--- src/sv/sohash_pkg.sv ---
// shared types, constants and mixing functions of the seeded one-at-a-time hash
// no dependencies; used by every module of the block

package sohash_pkg;

  localparam int unsigned HashW = 32;
  localparam int unsigned ByteW = 8;

  // longest key that is mixed byte by byte
  localparam logic [ByteW-1:0] KeyLenMax = 8'd16;

  // configuration register indexes
  localparam int unsigned CfgIdxW = 1;
  localparam logic [CfgIdxW-1:0] CfgSeedLow  = 1'b0;
  localparam logic [CfgIdxW-1:0] CfgSeedHigh = 1'b1;

  // queue between front and back, and result queue (powers of two)
  localparam int unsigned JobDepth = 4;
  localparam int unsigned JobPtrW  = $clog2(JobDepth);
  localparam int unsigned JobCntW  = $clog2(JobDepth + 1);
  localparam int unsigned ResDepth = 4;
  localparam int unsigned ResPtrW  = $clog2(ResDepth);
  localparam int unsigned ResCntW  = $clog2(ResDepth + 1);

  // finalization pipeline: four seed byte rounds, then three avalanche steps
  localparam int unsigned FinStages = 7;
  localparam int unsigned FinIdxW   = $clog2(FinStages);
  localparam logic [FinIdxW-1:0] FinShift6  = 3'd4;
  localparam logic [FinIdxW-1:0] FinShift11 = 3'd5;
  localparam logic [FinIdxW-1:0] FinShift15 = 3'd6;

  typedef struct packed {
    logic [HashW-1:0] hash;
    logic             short_key;  // key_length at most KeyLenMax
  } job_t;

  function automatic logic [HashW-1:0] mix_byte(input logic [HashW-1:0] h,
                                                input logic [ByteW-1:0] b);
    logic [HashW-1:0] t;
    t = h + (h << 10);
    t = t ^ (t >> 6);
    return t + {{(HashW-ByteW){1'b0}}, b};
  endfunction

  // one step of the finalization; long keys only take the last step
  function automatic logic [HashW-1:0] fin_step(input logic [FinIdxW-1:0] idx,
                                                input logic [HashW-1:0]   h,
                                                input logic [HashW-1:0]   seed_hi,
                                                input logic               short_key);
    logic [HashW-1:0] t;
    t = h;
    case (idx)
      FinShift6: begin
        if (short_key) begin
          t = h + (h << 10);
          t = t ^ (t >> 6);
        end
      end
      FinShift11: begin
        if (short_key) begin
          t = h + (h << 3);
          t = t ^ (t >> 11);
        end
      end
      FinShift15: begin
        t = h + (h << 15);
      end
      default: begin
        if (short_key) begin
          t = mix_byte(h, seed_hi[ByteW*idx +: ByteW]);
        end
      end
    endcase
    return t;
  endfunction

endpackage

--- src/sv/sohash_front.sv ---
// front end: takes key bytes, keeps the running hash and hands finished keys on
// depends on sohash_pkg

module sohash_front (
  input  logic                           clk_i,
  input  logic                           rst_ni,
  input  logic                           push,
  input  logic                           full,
  input  logic [sohash_pkg::ByteW-1:0]   data_byte_i,
  input  logic [sohash_pkg::ByteW-1:0]   key_length_i,
  input  logic                           last_item_i,
  input  logic [sohash_pkg::HashW-1:0]   seed_low_i,
  output logic                           job_push_o,
  output sohash_pkg::job_t               job_o
);

  logic                         in_key_q, in_key_d;
  logic [sohash_pkg::HashW-1:0] hash_q, hash_d;
  logic [sohash_pkg::HashW-1:0] hash_base;
  logic [sohash_pkg::HashW-1:0] hash_mixed;
  logic                         short_key;
  logic                         mix_en;
  logic                         accept;

  assign accept    = push && !full;
  assign short_key = (key_length_i <= sohash_pkg::KeyLenMax);
  assign mix_en    = short_key && (key_length_i != '0);

  // a new key starts from the low seed word plus its length
  assign hash_base = in_key_q ? hash_q
                   : seed_low_i + {{(sohash_pkg::HashW-sohash_pkg::ByteW){1'b0}}, key_length_i};
  assign hash_mixed = mix_en ? sohash_pkg::mix_byte(hash_base, data_byte_i) : hash_base;

  always_comb begin
    in_key_d = in_key_q;
    hash_d   = hash_q;
    if (accept) begin
      if (last_item_i) begin
        in_key_d = 1'b0;
        hash_d   = '0;
      end else begin
        in_key_d = 1'b1;
        hash_d   = hash_mixed;
      end
    end
  end

  assign job_push_o      = accept && last_item_i;
  assign job_o.hash      = hash_mixed;
  assign job_o.short_key = short_key;

  always_ff @(posedge clk_i or negedge rst_ni) begin
    if (!rst_ni) begin
      in_key_q <= 1'b0;
      hash_q   <= '0;
    end else begin
      in_key_q <= in_key_d;
      hash_q   <= hash_d;
    end
  end

`ifndef SYNTHESIS
  a_last_ends_key: assert property (@(posedge clk_i) disable iff (!rst_ni)
    (accept && last_item_i) |=> (!in_key_q && hash_q == '0))
    else $error("key still open after its last transaction");
`endif

endmodule

--- src/sv/sohash_jobq.sv ---
// short queue of finished keys between the front end and the finalization
// depends on sohash_pkg

module sohash_jobq (
  input  logic             clk_i,
  input  logic             rst_ni,
  input  logic             wr_en_i,
  input  sohash_pkg::job_t wr_job_i,
  output logic             full_o,
  input  logic             rd_en_i,
  output sohash_pkg::job_t rd_job_o,
  output logic             empty_o
);

  sohash_pkg::job_t                 mem_q [sohash_pkg::JobDepth];
  logic [sohash_pkg::JobPtrW-1:0]   wr_ptr_q, rd_ptr_q;
  logic [sohash_pkg::JobCntW-1:0]   count_q, count_d;
  logic                             do_wr, do_rd;

  assign full_o   = (count_q == sohash_pkg::JobCntW'(sohash_pkg::JobDepth));
  assign empty_o  = (count_q == '0);
  assign do_wr    = wr_en_i && !full_o;
  assign do_rd    = rd_en_i && !empty_o;
  assign rd_job_o = mem_q[rd_ptr_q];

  always_comb begin
    count_d = count_q;
    if (do_wr && !do_rd) begin
      count_d = count_q + 1'b1;
    end else if (do_rd && !do_wr) begin
      count_d = count_q - 1'b1;
    end
  end

  always_ff @(posedge clk_i or negedge rst_ni) begin
    if (!rst_ni) begin
      wr_ptr_q <= '0;
      rd_ptr_q <= '0;
      count_q  <= '0;
    end else begin
      count_q <= count_d;
      if (do_wr) begin
        wr_ptr_q <= wr_ptr_q + 1'b1;
      end
      if (do_rd) begin
        rd_ptr_q <= rd_ptr_q + 1'b1;
      end
    end
  end

  always_ff @(posedge clk_i) begin
    if (do_wr) begin
      mem_q[wr_ptr_q] <= wr_job_i;
    end
  end

`ifndef SYNTHESIS
  a_jobq_bound: assert property (@(posedge clk_i) disable iff (!rst_ni)
    count_q <= sohash_pkg::JobCntW'(sohash_pkg::JobDepth))
    else $error("job queue overflow");
`endif

endmodule

--- src/sv/sohash_back.sv ---
// back end: pipelined seed mixing and avalanche, then the result queue
// depends on sohash_pkg

module sohash_back (
  input  logic                         clk_i,
  input  logic                         rst_ni,
  input  logic                         job_empty_i,
  input  sohash_pkg::job_t             job_i,
  output logic                         job_pop_o,
  input  logic [sohash_pkg::HashW-1:0] seed_high_i,
  output logic                         empty,
  input  logic                         pop,
  output logic [sohash_pkg::HashW-1:0] hash_value_o
);

  localparam int unsigned N = sohash_pkg::FinStages;

  logic [N-1:0]                 v_q;
  logic [sohash_pkg::HashW-1:0] h_q [N];
  logic [N-1:0]                 s_q;
  logic [N:0]                   rdy;

  logic [sohash_pkg::HashW-1:0] res_q [sohash_pkg::ResDepth];
  logic [sohash_pkg::ResPtrW-1:0] res_wr_q, res_rd_q;
  logic [sohash_pkg::ResCntW-1:0] res_cnt_q, res_cnt_d;
  logic                           res_full, res_wr, res_rd;

  assign res_full = (res_cnt_q == sohash_pkg::ResCntW'(sohash_pkg::ResDepth));
  assign empty    = (res_cnt_q == '0);
  assign res_wr   = v_q[N-1] && !res_full;
  assign res_rd   = pop && !empty;

  // a stage moves on when it is empty or the one after it moves on
  always_comb begin
    rdy[N] = !res_full;
    for (int i = N - 1; i >= 0; i--) begin
      rdy[i] = !v_q[i] || rdy[i+1];
    end
  end

  assign job_pop_o = !job_empty_i && rdy[0];

  always_ff @(posedge clk_i or negedge rst_ni) begin
    if (!rst_ni) begin
      v_q <= '0;
    end else begin
      if (rdy[0]) begin
        v_q[0] <= !job_empty_i;
      end
      for (int i = 1; i < N; i++) begin
        if (rdy[i]) begin
          v_q[i] <= v_q[i-1];
        end
      end
    end
  end

  always_ff @(posedge clk_i) begin
    if (rdy[0]) begin
      h_q[0] <= sohash_pkg::fin_step('0, job_i.hash, seed_high_i, job_i.short_key);
      s_q[0] <= job_i.short_key;
    end
    for (int i = 1; i < N; i++) begin
      if (rdy[i]) begin
        h_q[i] <= sohash_pkg::fin_step(sohash_pkg::FinIdxW'(i), h_q[i-1], seed_high_i,
                                       s_q[i-1]);
        s_q[i] <= s_q[i-1];
      end
    end
  end

  // result queue
  always_comb begin
    res_cnt_d = res_cnt_q;
    if (res_wr && !res_rd) begin
      res_cnt_d = res_cnt_q + 1'b1;
    end else if (res_rd && !res_wr) begin
      res_cnt_d = res_cnt_q - 1'b1;
    end
  end

  always_ff @(posedge clk_i or negedge rst_ni) begin
    if (!rst_ni) begin
      res_wr_q  <= '0;
      res_rd_q  <= '0;
      res_cnt_q <= '0;
    end else begin
      res_cnt_q <= res_cnt_d;
      if (res_wr) begin
        res_wr_q <= res_wr_q + 1'b1;
      end
      if (res_rd) begin
        res_rd_q <= res_rd_q + 1'b1;
      end
    end
  end

  always_ff @(posedge clk_i) begin
    if (res_wr) begin
      res_q[res_wr_q] <= h_q[N-1];
    end
  end

  assign hash_value_o = res_q[res_rd_q];

`ifndef SYNTHESIS
  a_tail_holds: assert property (@(posedge clk_i) disable iff (!rst_ni)
    (v_q[N-1] && res_full) |=> (v_q[N-1] && $stable(h_q[N-1])))
    else $error("finished hash dropped while result queue full");
  a_res_bound: assert property (@(posedge clk_i) disable iff (!rst_ni)
    res_cnt_q <= sohash_pkg::ResCntW'(sohash_pkg::ResDepth))
    else $error("result queue overflow");
`endif

endmodule

--- src/sv/seeded_one_at_a_time_hash.sv ---
// Seeded one-at-a-time hash for keys of 0 to 16 bytes. Send a key one byte per
// transaction, highest byte index first, with the total length on every byte and
// last_item_i set on the final one; an empty or over-long key is one transaction
// whose byte is ignored. One hash comes out per key. The block takes one byte
// every cycle while full is low: the running-hash round in the front end is a
// combinational loop through one register. A finished key passes a four-entry
// queue into a seven-stage finalization pipeline (seed bytes and avalanche) and
// a four-entry result queue, read at hash_value_o. full stays high only while
// the key queue is full. Write the seed registers while idle.

module seeded_one_at_a_time_hash (
  input  logic                             clk_i,
  input  logic                             rst_ni,
  input  logic                             cfg_we_i,
  input  logic [sohash_pkg::CfgIdxW-1:0]   cfg_idx_i,
  input  logic [sohash_pkg::HashW-1:0]     cfg_wdata_i,
  input  logic                             push,
  output logic                             full,
  input  logic [sohash_pkg::ByteW-1:0]     data_byte_i,
  input  logic [sohash_pkg::ByteW-1:0]     key_length_i,
  input  logic                             last_item_i,
  output logic                             empty,
  input  logic                             pop,
  output logic [sohash_pkg::HashW-1:0]     hash_value_o
);

  logic [sohash_pkg::HashW-1:0] seed_low_q, seed_high_q;
  logic                         job_push, job_pop, job_empty;
  sohash_pkg::job_t             job_wr, job_rd;

  always_ff @(posedge clk_i or negedge rst_ni) begin
    if (!rst_ni) begin
      seed_low_q  <= '0;
      seed_high_q <= '0;
    end else if (cfg_we_i) begin
      case (cfg_idx_i)
        sohash_pkg::CfgSeedLow:  seed_low_q  <= cfg_wdata_i;
        sohash_pkg::CfgSeedHigh: seed_high_q <= cfg_wdata_i;
        default: ;
      endcase
    end
  end

  sohash_front u_front (
    .clk_i        (clk_i),
    .rst_ni       (rst_ni),
    .push         (push),
    .full         (full),
    .data_byte_i  (data_byte_i),
    .key_length_i (key_length_i),
    .last_item_i  (last_item_i),
    .seed_low_i   (seed_low_q),
    .job_push_o   (job_push),
    .job_o        (job_wr)
  );

  sohash_jobq u_jobq (
    .clk_i    (clk_i),
    .rst_ni   (rst_ni),
    .wr_en_i  (job_push),
    .wr_job_i (job_wr),
    .full_o   (full),
    .rd_en_i  (job_pop),
    .rd_job_o (job_rd),
    .empty_o  (job_empty)
  );

  sohash_back u_back (
    .clk_i        (clk_i),
    .rst_ni       (rst_ni),
    .job_empty_i  (job_empty),
    .job_i        (job_rd),
    .job_pop_o    (job_pop),
    .seed_high_i  (seed_high_q),
    .empty        (empty),
    .pop          (pop),
    .hash_value_o (hash_value_o)
  );

endmodule

--- config.mk ---
export PLATFORM = sky130hd
export DESIGN_NAME = seeded_one_at_a_time_hash
export DESIGN_NICKNAME = d
export VERILOG_FILES = /design/src/sv/sohash_pkg.sv /design/src/sv/sohash_front.sv /design/src/sv/sohash_jobq.sv /design/src/sv/sohash_back.sv /design/src/sv/seeded_one_at_a_time_hash.sv
export SDC_FILE = /design/constraint.sdc
export NUM_CORES = 1
export LEC_CHECK = 0
export BUFFER_PORTS_ARGS = -buffer_cell sky130_fd_sc_hd__buf_2
export CAP_MARGIN = 25
export CORE_MARGIN = 2
export CORE_UTILIZATION = 69
export DETAILED_ROUTE_END_ITERATION = 10
export PLACE_DENSITY = 0.87
export SETUP_SLACK_MARGIN = 0.4
export SLEW_MARGIN = 20
export SYNTH_ARGS = -nofsm -noshare
export SYNTH_HDL_FRONTEND = slang
export SYNTH_SLANG_ARGS = --single-unit
--- constraint.sdc ---
create_clock -name clk_i -period 13.8 [get_ports clk_i]
set_input_delay 1.38 -clock clk_i [delete_from_list [all_inputs] [get_ports clk_i]]
set_output_delay 1.38 -clock clk_i [all_outputs]
set_load 0.05 [all_outputs]
After elaboration in Yosys (flattened, before gate mapping)
Memory sizes are Yosys's and may differ from the RTL's.
Index checks and enable logic that the tools add are counted.
Widths: inputs -> output; s select.
Word-level totals
  register bits: 123
  bits in writable memories: 484
  bits of input ports: 55
  output and inout bits: 34
  word-level logic and storage cells: 138
  memories: 3
Cells by class
  add/sub/neg operators: 22
  magnitude comparators: 1
  equality and inequality tests: 2
  mux-type cells: 39
  bitwise gates (word level): 8
  reduce and logical (&&, ||, !) cells: 41
Memory list
  u_back.h_q: depth 7, width 32, rd ports 7, clocked after Yosys merged registers in 0, write ports 7, line sohash_back.sv:19  | logic [sohash_pkg::HashW-1:0] h_q [N];
  u_jobq.mem_q: depth 4, width 33, rd ports 1, clocked after Yosys merged registers in 0, write ports 1, line sohash_jobq.sv:15  | sohash_pkg::job_t mem_q [sohash_pkg::JobDepth];
  u_back.res_q: depth 4, width 32, rd ports 1, clocked after Yosys merged registers in 0, write ports 1, line sohash_back.sv:23  | logic [sohash_pkg::HashW-1:0] res_q [sohash_pkg::ResDepth];
Operators by type and width (count)
  $mux 32: 16
  $add 32x32->32: 8
  $add 32x8->32: 6
  $xor 32x26->32: 6
  $xor 32x21->32: 1
  $mux 1: 19
  $logic_not 1->1: 15
  $logic_and 1x1->1: 12
  $mux 3: 4
  $add 2x1->2 const B: 4
  $le 8x5->1 const B: 1
  $reduce_bool 8->1: 1
  $logic_or 1x1->1: 7
  $add 3x1->3 const B: 2
  $eq 3x3->1 const B: 2
  $logic_not 3->1: 2
  $sub 3x1->3 const B: 2
  $reduce_and 2->1: 2
  $reduce_bool 2->1: 2
  $not 1->1: 1

Logic depth before layout (Yosys ltp)
Gate-level depths: netlist of run 1.
  depth after elaboration: 14
  mapped depth: 27
  gate-level depth less buffers: 25

Modules after synthesis
A second synthesis of run 1 with hierarchy kept.
Second synthesis, totals
  cell total of the unflattened synthesis: 3663
  area total of the unflattened synthesis: 40805.4 um^2
By module, submodules not included
  sohash_back: times used 1, cells an instance 2632, area an instance 27792.9 um^2, sequential area each 11070.6 um^2
  sohash_front: times used 1, cells an instance 685, area an instance 5343.9 um^2, sequential area each 825.8 um^2
  sohash_jobq: times used 1, cells an instance 209, area an instance 5242.5 um^2, sequential area each 4139.0 um^2
  seeded_one_at_a_time_hash: times used 1, cells an instance 137, area an instance 2426.1 um^2, sequential area each 1601.5 um^2

Worst setup path after synthesis of run 1
OpenSTA, ideal clock, no wires.
  path kind: input -> register
  from: input port key_length_i[2] (netlist name)
  to: memory u_jobq.mem_q[0][32] (netlist name) (data pin)
  setup time: 0.282 ns
  data arrival time: 6.852 ns
  data required time: 13.518 ns
  slack: 6.666 ns
  stages on the path: 25
  path buffers: 0
  path through: ha_1 -> o211ai_1 -> o21a_4 -> a21o_1 -> a21oi_1 -> xnor2_1 -> nor2_1 -> a21oi_1 -> inv_1 -> ha_1 -> a21o_1 -> a21oi_1 -> nand2b_1 -> nor2_1 -> mux2_2 -> o2111a_1 -> or3_4 -> and4_4 -> or4_4 -> a222oi_1 -> and4_1 -> and4bb_1 -> a21oi_1 -> or3_1 -> xor2_1
RTL lines
  start: declaration: line seeded_one_at_a_time_hash.sv:20  | input logic [sohash_pkg::ByteW-1:0] key_length_i,
  end: declaration: line sohash_jobq.sv:15

==> impl_results.md, run 1 <==
- Most frequent cells in the layout: 489 x edfxtp_1, 307 x xnor2_1, 236 x nor2_1
- GP Congestion: approximately 0.97
- Clock Skew: roughly 0.029 ns
- Post-Syn Area: a little under 0.04 sq mm
- Failing checks: design-rule violations
- CTS tree: done
- Worst R2R Setup Slack: around 6.7 ns
- Reg2reg end: u_front.hash_q[27]$_DFFE_PN0P_
- Worst setup margin: ~6.3 ns
- Crit Path Category: primary input to flip-flop
- EDFF count, synth: between 400 and 500
- Result of the run: complete, but fails checks
- Fin crit share: 54.4%
- M1 wire length: around 38000 microns
- Yosys warns: 0
- Post-CTS setup buffers: 0
- Num CTS Buffers: just under 60
- Net count, final: between 3k and 4k
- Peak Freq: approximately 130 MHz
- IO buf count: 88
- Post-synthesis sequential area ratio: a little under half
- Core Footprint: 0.0551 sq mm
- Pin count of the biggest net entering global routing: 65
- Via-to-Cell Ratio: between 6 and 7
- R2r startpoint: seed_low_q[0]$_DFFE_PN0P_
- Routed wl met3: a little over 7000 microns
- Gr usage total: between 30% and 40%
- Max-Cap Viols: 0
- Root Driver: clkbuf_16
- Crit path required time: 14.38 ns
- Antenna-violating nets left: 0
- Worst-path fanout max: 12
- #FFs+latches synth: approximately 600
- Syn_nets: 3647
- Area grow syn2layout: 8.43%
- Final Max Slew Viols: 0
- Longest Clk Path Bufs: 3
- Initial antenna violation count: 1
- Die Span Y: approximately 240 microns
- Worst r2r path cells: 23
- Drt initial violations: 2551
- Final setup viols: 0
- Congestion Overflow GR: 0
- Share of flip-flops with an asynchronous set or reset: between 10% and 20%
- Row Count: between 80 and 90
- Post-route DRC: 1
- Synth unique cells: about 110
- Relative slew slack: around 29%
- Worst path arrival time: around 8 ns
- Endpoints failing hold: 0
- Setup TNS: 0 ns
- Setup crit start kind: primary input
- Fill cells: ~3.5k
- First-pass GRT wire length: between 150000 and 200000 microns
- RSZ-0062 raised after global routing: false
- Crit path time final: between 7 and 8 ns
- CTS Hold Bufs: 0
- Clk slew on worst S/H paths: approximately 0.06 ns
- Hold WC Path Type: flip-flop to flip-flop
- Commonest non-fill, non-tap cell in the layout: edfxtp_1
- Hold_ws: 0.478 ns
- Area leader, netlist: edfxtp_1
- Via count: 28.0k
- Number of diodes: 0
- Slew @ Worst Pin: approximately 1.1 ns
- IO Pins: around 90
- CP Capture Type: flip-flop
- Clock latency on the worst-skew pair: roughly 0.67 ns
- Post-DR wirelength/cell: 25.6 microns
- Worst setup endpoint: u_front.hash_q[27]$_DFFE_PN0P_
- Syn avg cell area: approximately 11 sq um
- Synth Flop Type: edfxtp_1
- Share of cells above drive strength 1: between 10% and 20%
- Die area: about 0.058 sq mm
- Area share of the largest cell type after synthesis: 38.2%
- CTS resizes: 0
- Top Metal Used: met5
- CTS Sinks: approximately 610
- Area contributors post-synth: edfxtp_1 38%, dfrtp_1 7.7%, ha_1 7.4%, xnor2_1 7.0%, mux2_2 4.3%
- DP HPWL: 79700 microns
- Hold Startpoint: u_back.v_q[3]$_DFFE_PN0P_
- Die W: 240 microns
- Crit. Startpoint: key_length_i[0]
- Routed wl met2: roughly 54000 microns
- H-Tree Depth: 2
- Vias in the first global route: ~29k
- Final WL: around 110000 microns
- Pre-CTS WS: around 5.8 ns
- First-pass DRT Iterations: 8
- Synth Instances: 3348
- Initial Utilization: between 60% and 70%
==> metrics by stage <==
stage	area (sq um)	cells	utilization, %
after floorplan	38500	3348	-
after global placement	39700	4115	72.1
after detailed placement	39800	4118	72.2
after CTS	41700	4229	75.8
after global routing	41700	4229	75.8
final	41700	4229	75.8
==> critical path, stage by stage <==
cell and delay [ns]:
buf_2 0.09, ha_1 0.22, fa_1 0.28, a211oi_2 0.11, o211a_2 0.32, nor3_1 0.60
nand3_1 0.17, xor2_1 0.18, o21ai_0 0.40, ha_1 0.46, a21o_1 0.30, and3_1 0.26
or2_2 0.34, nand3_1 0.09, nand2_1 0.09, o2111a_1 0.18, or2_1 0.25, or3_4 0.40
a21oi_4 0.14, o2111ai_1 0.20, or3_1 0.52, or4_1 0.53, a31oi_1 0.37, a22o_1 0.18
==> layout make-up <==
type,instances,area [sq um],share of cell area (%)
Clock inverter,30,364,0.872
Tap cell,748,936,2.24
Multi-Input combinational cell,2512,20000,47.9
Sequential cell,607,17600,42.3
Inverter,127,477,1.14
Timing Repair Buffer,124,716,1.71
Clock buffer,81,1610,3.86
==> cell families after synthesis <==
kind of cell / count (synthesis) / synth area share [%]
AO/OA/AOI/OAI: 724 / 12.5
XOR/XNOR: 513 / 12.5
adder cells (fa/ha/maj): 244 / 8.24
buffers and inverters: 229 / 2.27
flip-flops: 607 / 45.8
multiplexers: 220 / 8.29
AND/OR/NAND/NOR: 811 / 10.4
==> metal layers <==
layer | track usage [%] | vias to the layer above
met1 | 42.9 | 13500
met2 | 65.6 | 1462
li1 | - | 12600
met4 | 26.8 | 2
met3 | 5.68 | 443
met5 | 0 | -
==> synth_stat cells (11+ instances only) <==
cell and instances:
o211ai_1 15, nor2b_1 25, xor2_1 182, a22o_1 31, and2_1 26, nor2_1 237, xnor3_1 18, a211o_1 11
mux2_2 146, nor3_1 55, o31ai_1 18, nand3_1 56, edfxtp_1 489, a21o_1 82, mux4_2 64, xnor2_1 307
fa_1 16, dfrtp_1 118, nand2_1 212, nand2b_1 28, or3_1 24, and3_1 39, a21oi_1 216, nand4_1 21
inv_1 125, or4_1 14, ha_1 228, a31oi_1 14, o21a_1 19, buf_1 17, o21ai_0 144, clkbuf_1 79
a211oi_1 11, o21bai_1 44, a21boi_0 12
==> sequential cells by signal, summed over array words and instances (netlist names) <==
| signal | count |
|---|---|
| seed_high_q | 32 |
| seed_low_q | 32 |
| u_back.h_q | 224 |
| u_back.res_cnt_q | 3 |
| u_back.res_q | 128 |
| u_back.res_rd_q | 2 |
| u_back.res_wr_q | 2 |
| u_back.s_q | 5 |
| u_back.v_q | 7 |
| u_front.hash_q | 32 |
| u_front.in_key_q | 1 |
| u_jobq.count_q | 3 |
| u_jobq.mem_q | 132 |
| u_jobq.rd_ptr_q | 2 |
| u_jobq.wr_ptr_q | 2 |
==> worst min path at each step <==
stage	endpoint	slack [ns]	depth (start not counted)
floorplan	u_back.v_q[3]$_DFFE_PN0P_	0.41	2
detailed placement	u_back.v_q[3]$_DFFE_PN0P_	0.43	2
global route	u_back.h_q[6][3]$_DFFE_PP_	0.50	0
global placement	u_back.v_q[3]$_DFFE_PN0P_	0.42	2
finish	u_back.v_q[4]$_DFFE_PN0P_	0.48	1
CTS	u_back.v_q[4]$_DFFE_PN0P_	0.48	1
Power of run 1 is left out: the tool's default activity adds up to more than one toggle a clock period on the data nets, which glitch-free logic cannot reach.
==> run 2: changes to the inputs <==
--- a/config.mk
+++ b/config.mk
@@ -8,9 +8,9 @@
 export BUFFER_PORTS_ARGS = -buffer_cell sky130_fd_sc_hd__buf_2
 export CAP_MARGIN = 25
 export CORE_MARGIN = 2
-export CORE_UTILIZATION = 69
+export CORE_UTILIZATION = 64
 export DETAILED_ROUTE_END_ITERATION = 10
-export PLACE_DENSITY = 0.87
+export PLACE_DENSITY = 0.81
 export SETUP_SLACK_MARGIN = 0.4
 export SLEW_MARGIN = 20
 export SYNTH_ARGS = -nofsm -noshare
==> constraint.sdc (replaced) <==
create_clock -name clk_i -period 7.5 [get_ports clk_i]
set_input_delay 0.75 -clock clk_i [delete_from_list [all_inputs] [get_ports clk_i]]
set_output_delay 0.75 -clock clk_i [all_outputs]
set_load 0.05 [all_outputs]
==> run 2 against run 1 <==
  * The run now ends clean
  * Clock skew fell by 0.0071 ns
  * Global-route usage down 3.8 points
  * Sequential share of layout area shrank 0.44 points
  * Register-to-register slack lost 6.0 ns
  * Critical path depth unchanged
  * Cell count up 1.1%
  * Utilization is 4.6 points lower
  * Clock-buffer cell count up 2
  * Wire length decreased by 3.0%
  * Critical path type is now flip-flop to flip-flop
  * Highest routed layer unchanged
==> impl_results.md, run 2 (synthesis results as in run 1) <==
- CP Capture Type: flip-flop (unchanged)
- Result of the run: complete, no violations (was complete, but fails checks)
- Die area: 0.0621 sq mm (was 0.0577 sq mm)
- Congestion Overflow GR: 0 (unchanged)
- First-pass DRT Iterations: 8 (unchanged)
- Endpoints failing hold: 0 (unchanged)
- IO Pins: 89 (unchanged)
- H-Tree Depth: 3 (was 2)
- Relative slew slack: 26.4% (was 29.0%)
- Num CTS Buffers: 66 (was 59)
- Crit-path most repeated cell: a21oi_1
- Worst-path fanout max: 10 (was 12)
- CTS Hold Bufs: 0 (unchanged)
- Via-to-Cell Ratio: 6.52 (was 6.63)
- Number of diodes: 0 (unchanged)
- Setup crit start kind: flip-flop (was primary input)
- Fin crit share: approximately 91%
- Die Span Y: 249 microns (was 240 microns)
- Commonest non-fill, non-tap cell in the layout: edfxtp_1 (unchanged)
- Slew @ Worst Pin: 1.09 ns (was 1.05 ns)
- RSZ-0062 raised after global routing: false (unchanged)
- Clock latency on the worst-skew pair: 0.63 ns (was 0.67 ns)
- Crit path max-delay family: compound AO/OA/AOI/OAI gates (was simple AND/OR/NAND/NOR gates)
- Final Max Slew Viols: 0 (unchanged)
- Area grow syn2layout: 9.57% (was 8.43%)
- Clock Skew: 0.0220 ns (was 0.0291 ns)
- IO buf count: 88 (unchanged)
- Finished Core Util: 71.2% (was 75.8%)
- Row Count: 89 (was 86)
- R2r startpoint: seed_low_q[2]$_DFFE_PN0P_ (was seed_low_q[0]$_DFFE_PN0P_)
- DP HPWL: 77100 microns (was 79700 microns)
- Bufs and invs on worst path: 2 (was 1)
- CTS Sinks: 607 (unchanged)
- Antenna-violating nets left: 0 (unchanged)
- Pin count of the biggest net entering global routing: 65 (unchanged)
- Via count: 27.9k (was 28.0k)
- Setup TNS: 0 ns (unchanged)
- Net count, final: 3749 (was 3730)
- GP Congestion: 1.00 (was 0.967)
- Critical Path, Cell by Cell: ha_1, o211ai_1, o21a_4, nor4b_4, o2111a_1, xnor2_1, o21a_1, inv_1, ha_1, a21oi_1, o21ai_0, a21o_1, a21o_1, a21oi_1, inv_1, a21oi_1, o22ai_1, a211oi_1, or3_1, o2111ai_1, or3_1, or4_1, a31oi_2, a22o_1 (was buf_2, ha_1, fa_1, a211oi_2, o211a_2, nor3_1, nand3_1, xor2_1, o21ai_0, ha_1, a21o_1, and3_1, or2_2, nand3_1, nand2_1, o2111a_1, or2_1, or3_4, a21oi_4, o2111ai_1, or3_1, or4_1, a31oi_1, a22o_1)
- First-pass GRT wire length: 163000 microns (was 164000 microns)
- Initial antenna violation count: 1 (unchanged)
- Crit path time final: 6.82 ns
- Most frequent cells in the layout: 489 x edfxtp_1, 307 x xnor2_1, 236 x nor2_1 (unchanged)
- CTS tree: done (unchanged)
- Clk slew on worst S/H paths: 0.06 ns (about the same)
- Crit. Startpoint: seed_low_q[2]$_DFFE_PN0P_ (was key_length_i[0])
- Critical path's largest stage delay: 0.56 ns (was 0.60 ns)
- Max FFs per register: 224 (unchanged)
- Die W: 249 microns (was 240 microns)
- Post-route DRC: 0 (was 1)
- Final setup viols: 0 (unchanged)
- Max-Cap Viols: 0 (unchanged)
- Share of cells above drive strength 1: 14.9% (was 14.0%)
- Crit Path Category: flip-flop to flip-flop (was primary input to flip-flop)
- Final WL: 105000 microns (was 108000 microns)
- Root Driver: clkbuf_16 (unchanged)
- Pre-CTS WS: 0.159 ns (was 5.77 ns)
- Peak Freq: ~150 MHz
- Drt initial violations: 2411 (was 2551)
- Initial Utilization: 65.0% (was 69.9%)
- Worst setup margin: 0.681 ns (was 6.29 ns)
- Biggest regs: u_back.h_q x224, u_jobq.mem_q x132, u_back.res_q x128 (unchanged)
- Vias in the first global route: 28.5k (about the same)
- Gr usage total: 34.0% (was 37.8%)
- Worst path arrival time: 7.38 ns (was 8.09 ns)
- CP max-delay cell: or4_1 (was nor3_1)
- Hold WC Path Type: primary input to async pin (was flip-flop to flip-flop)
- Largest Register: u_back.h_q (unchanged)
- Longest Clk Path Bufs: 3 (unchanged)
- Core Footprint: 0.0592 sq mm (was 0.0551 sq mm)
- Crit path required time: 8.06 ns (was 14.38 ns)
- Post-DR wirelength/cell: 24.6 microns (was 25.6 microns)
-- run 2: routing by layer --
layer	vias to the layer above	routed length, microns	part of all wire [%]	GRT usage (%)
li1	12600	-	-	-
met2	1251	52700	50	59.6
met1	13600	38800	37	39.8
met3	388	6320	6.0	4.63
met5	-	27	0.026	0
met4	4	7240	6.9	20.8
-- run 2: stage by stage --
step | instance area [sq um] | hold slack, ns | cells
detailed placement | 39900 | 0.437 | 4152
finish | 42200 | 0.203 | 4275
global route | 42200 | 0.256 | 4275
global placement | 39900 | 0.421 | 4152
floorplan | 38500 | 0.415 | 3348
CTS | 42100 | 0.216 | 4272
-- run 2: path summary, 6_finish.rpt --
path | to | slack (ns) | cells past startpoint
worst min-delay path | u_jobq.rd_ptr_q[1]$_DFFE_PN0P_ | 0.20 | 1
worst max-delay path | u_front.hash_q[27]$_DFFE_PN0P_ | 0.68 | 24
max in group asynchronous | seed_high_q[24]$_DFFE_PN0P_ | 5.91 | 2
worst min register to register | u_back.v_q[3]$_DFFE_PN0P_ | 0.44 | 2
worst max register to register | u_front.hash_q[27]$_DFFE_PN0P_ | 0.68 | 24
min in group clk_i | seed_low_q[30]$_DFFE_PN0P_ | 0.38 | 3
-- run 2: layout make-up --
cell class	count	area, sq um
repair buffers	136	811
clock inverters	37	434
flip-flops and latches	607	17600
well taps	773	967
fillers	4023	17100
multi-input cells	2512	20000
clock buffers	83	1820
inverters	127	477
-- run 2: repair_timing --
action                     4_1_cts  5_1_grt
gates resized for setup          0        8
setup buffers                    0        2
setup endpoints to repair        0       37
-- run 2: worst reg2reg max path, stage by stage (launching register included) --
cell,delay (ns)
dfrtp_1,0.38
ha_1,0.39
o211ai_1,0.18
o21a_4,0.27
nor4b_4,0.47
o2111a_1,0.25
xnor2_1,0.12
o21a_1,0.23
inv_1,0.11
ha_1,0.42
a21oi_1,0.27
o21ai_0,0.17
a21o_1,0.22
a21o_1,0.18
a21oi_1,0.17
inv_1,0.09
a21oi_1,0.28
o22ai_1,0.16
a211oi_1,0.42
or3_1,0.23
o2111ai_1,0.18
or3_1,0.51
or4_1,0.56
a31oi_2,0.31
a22o_1,0.18
Power of run 2 is left out for the same reason.
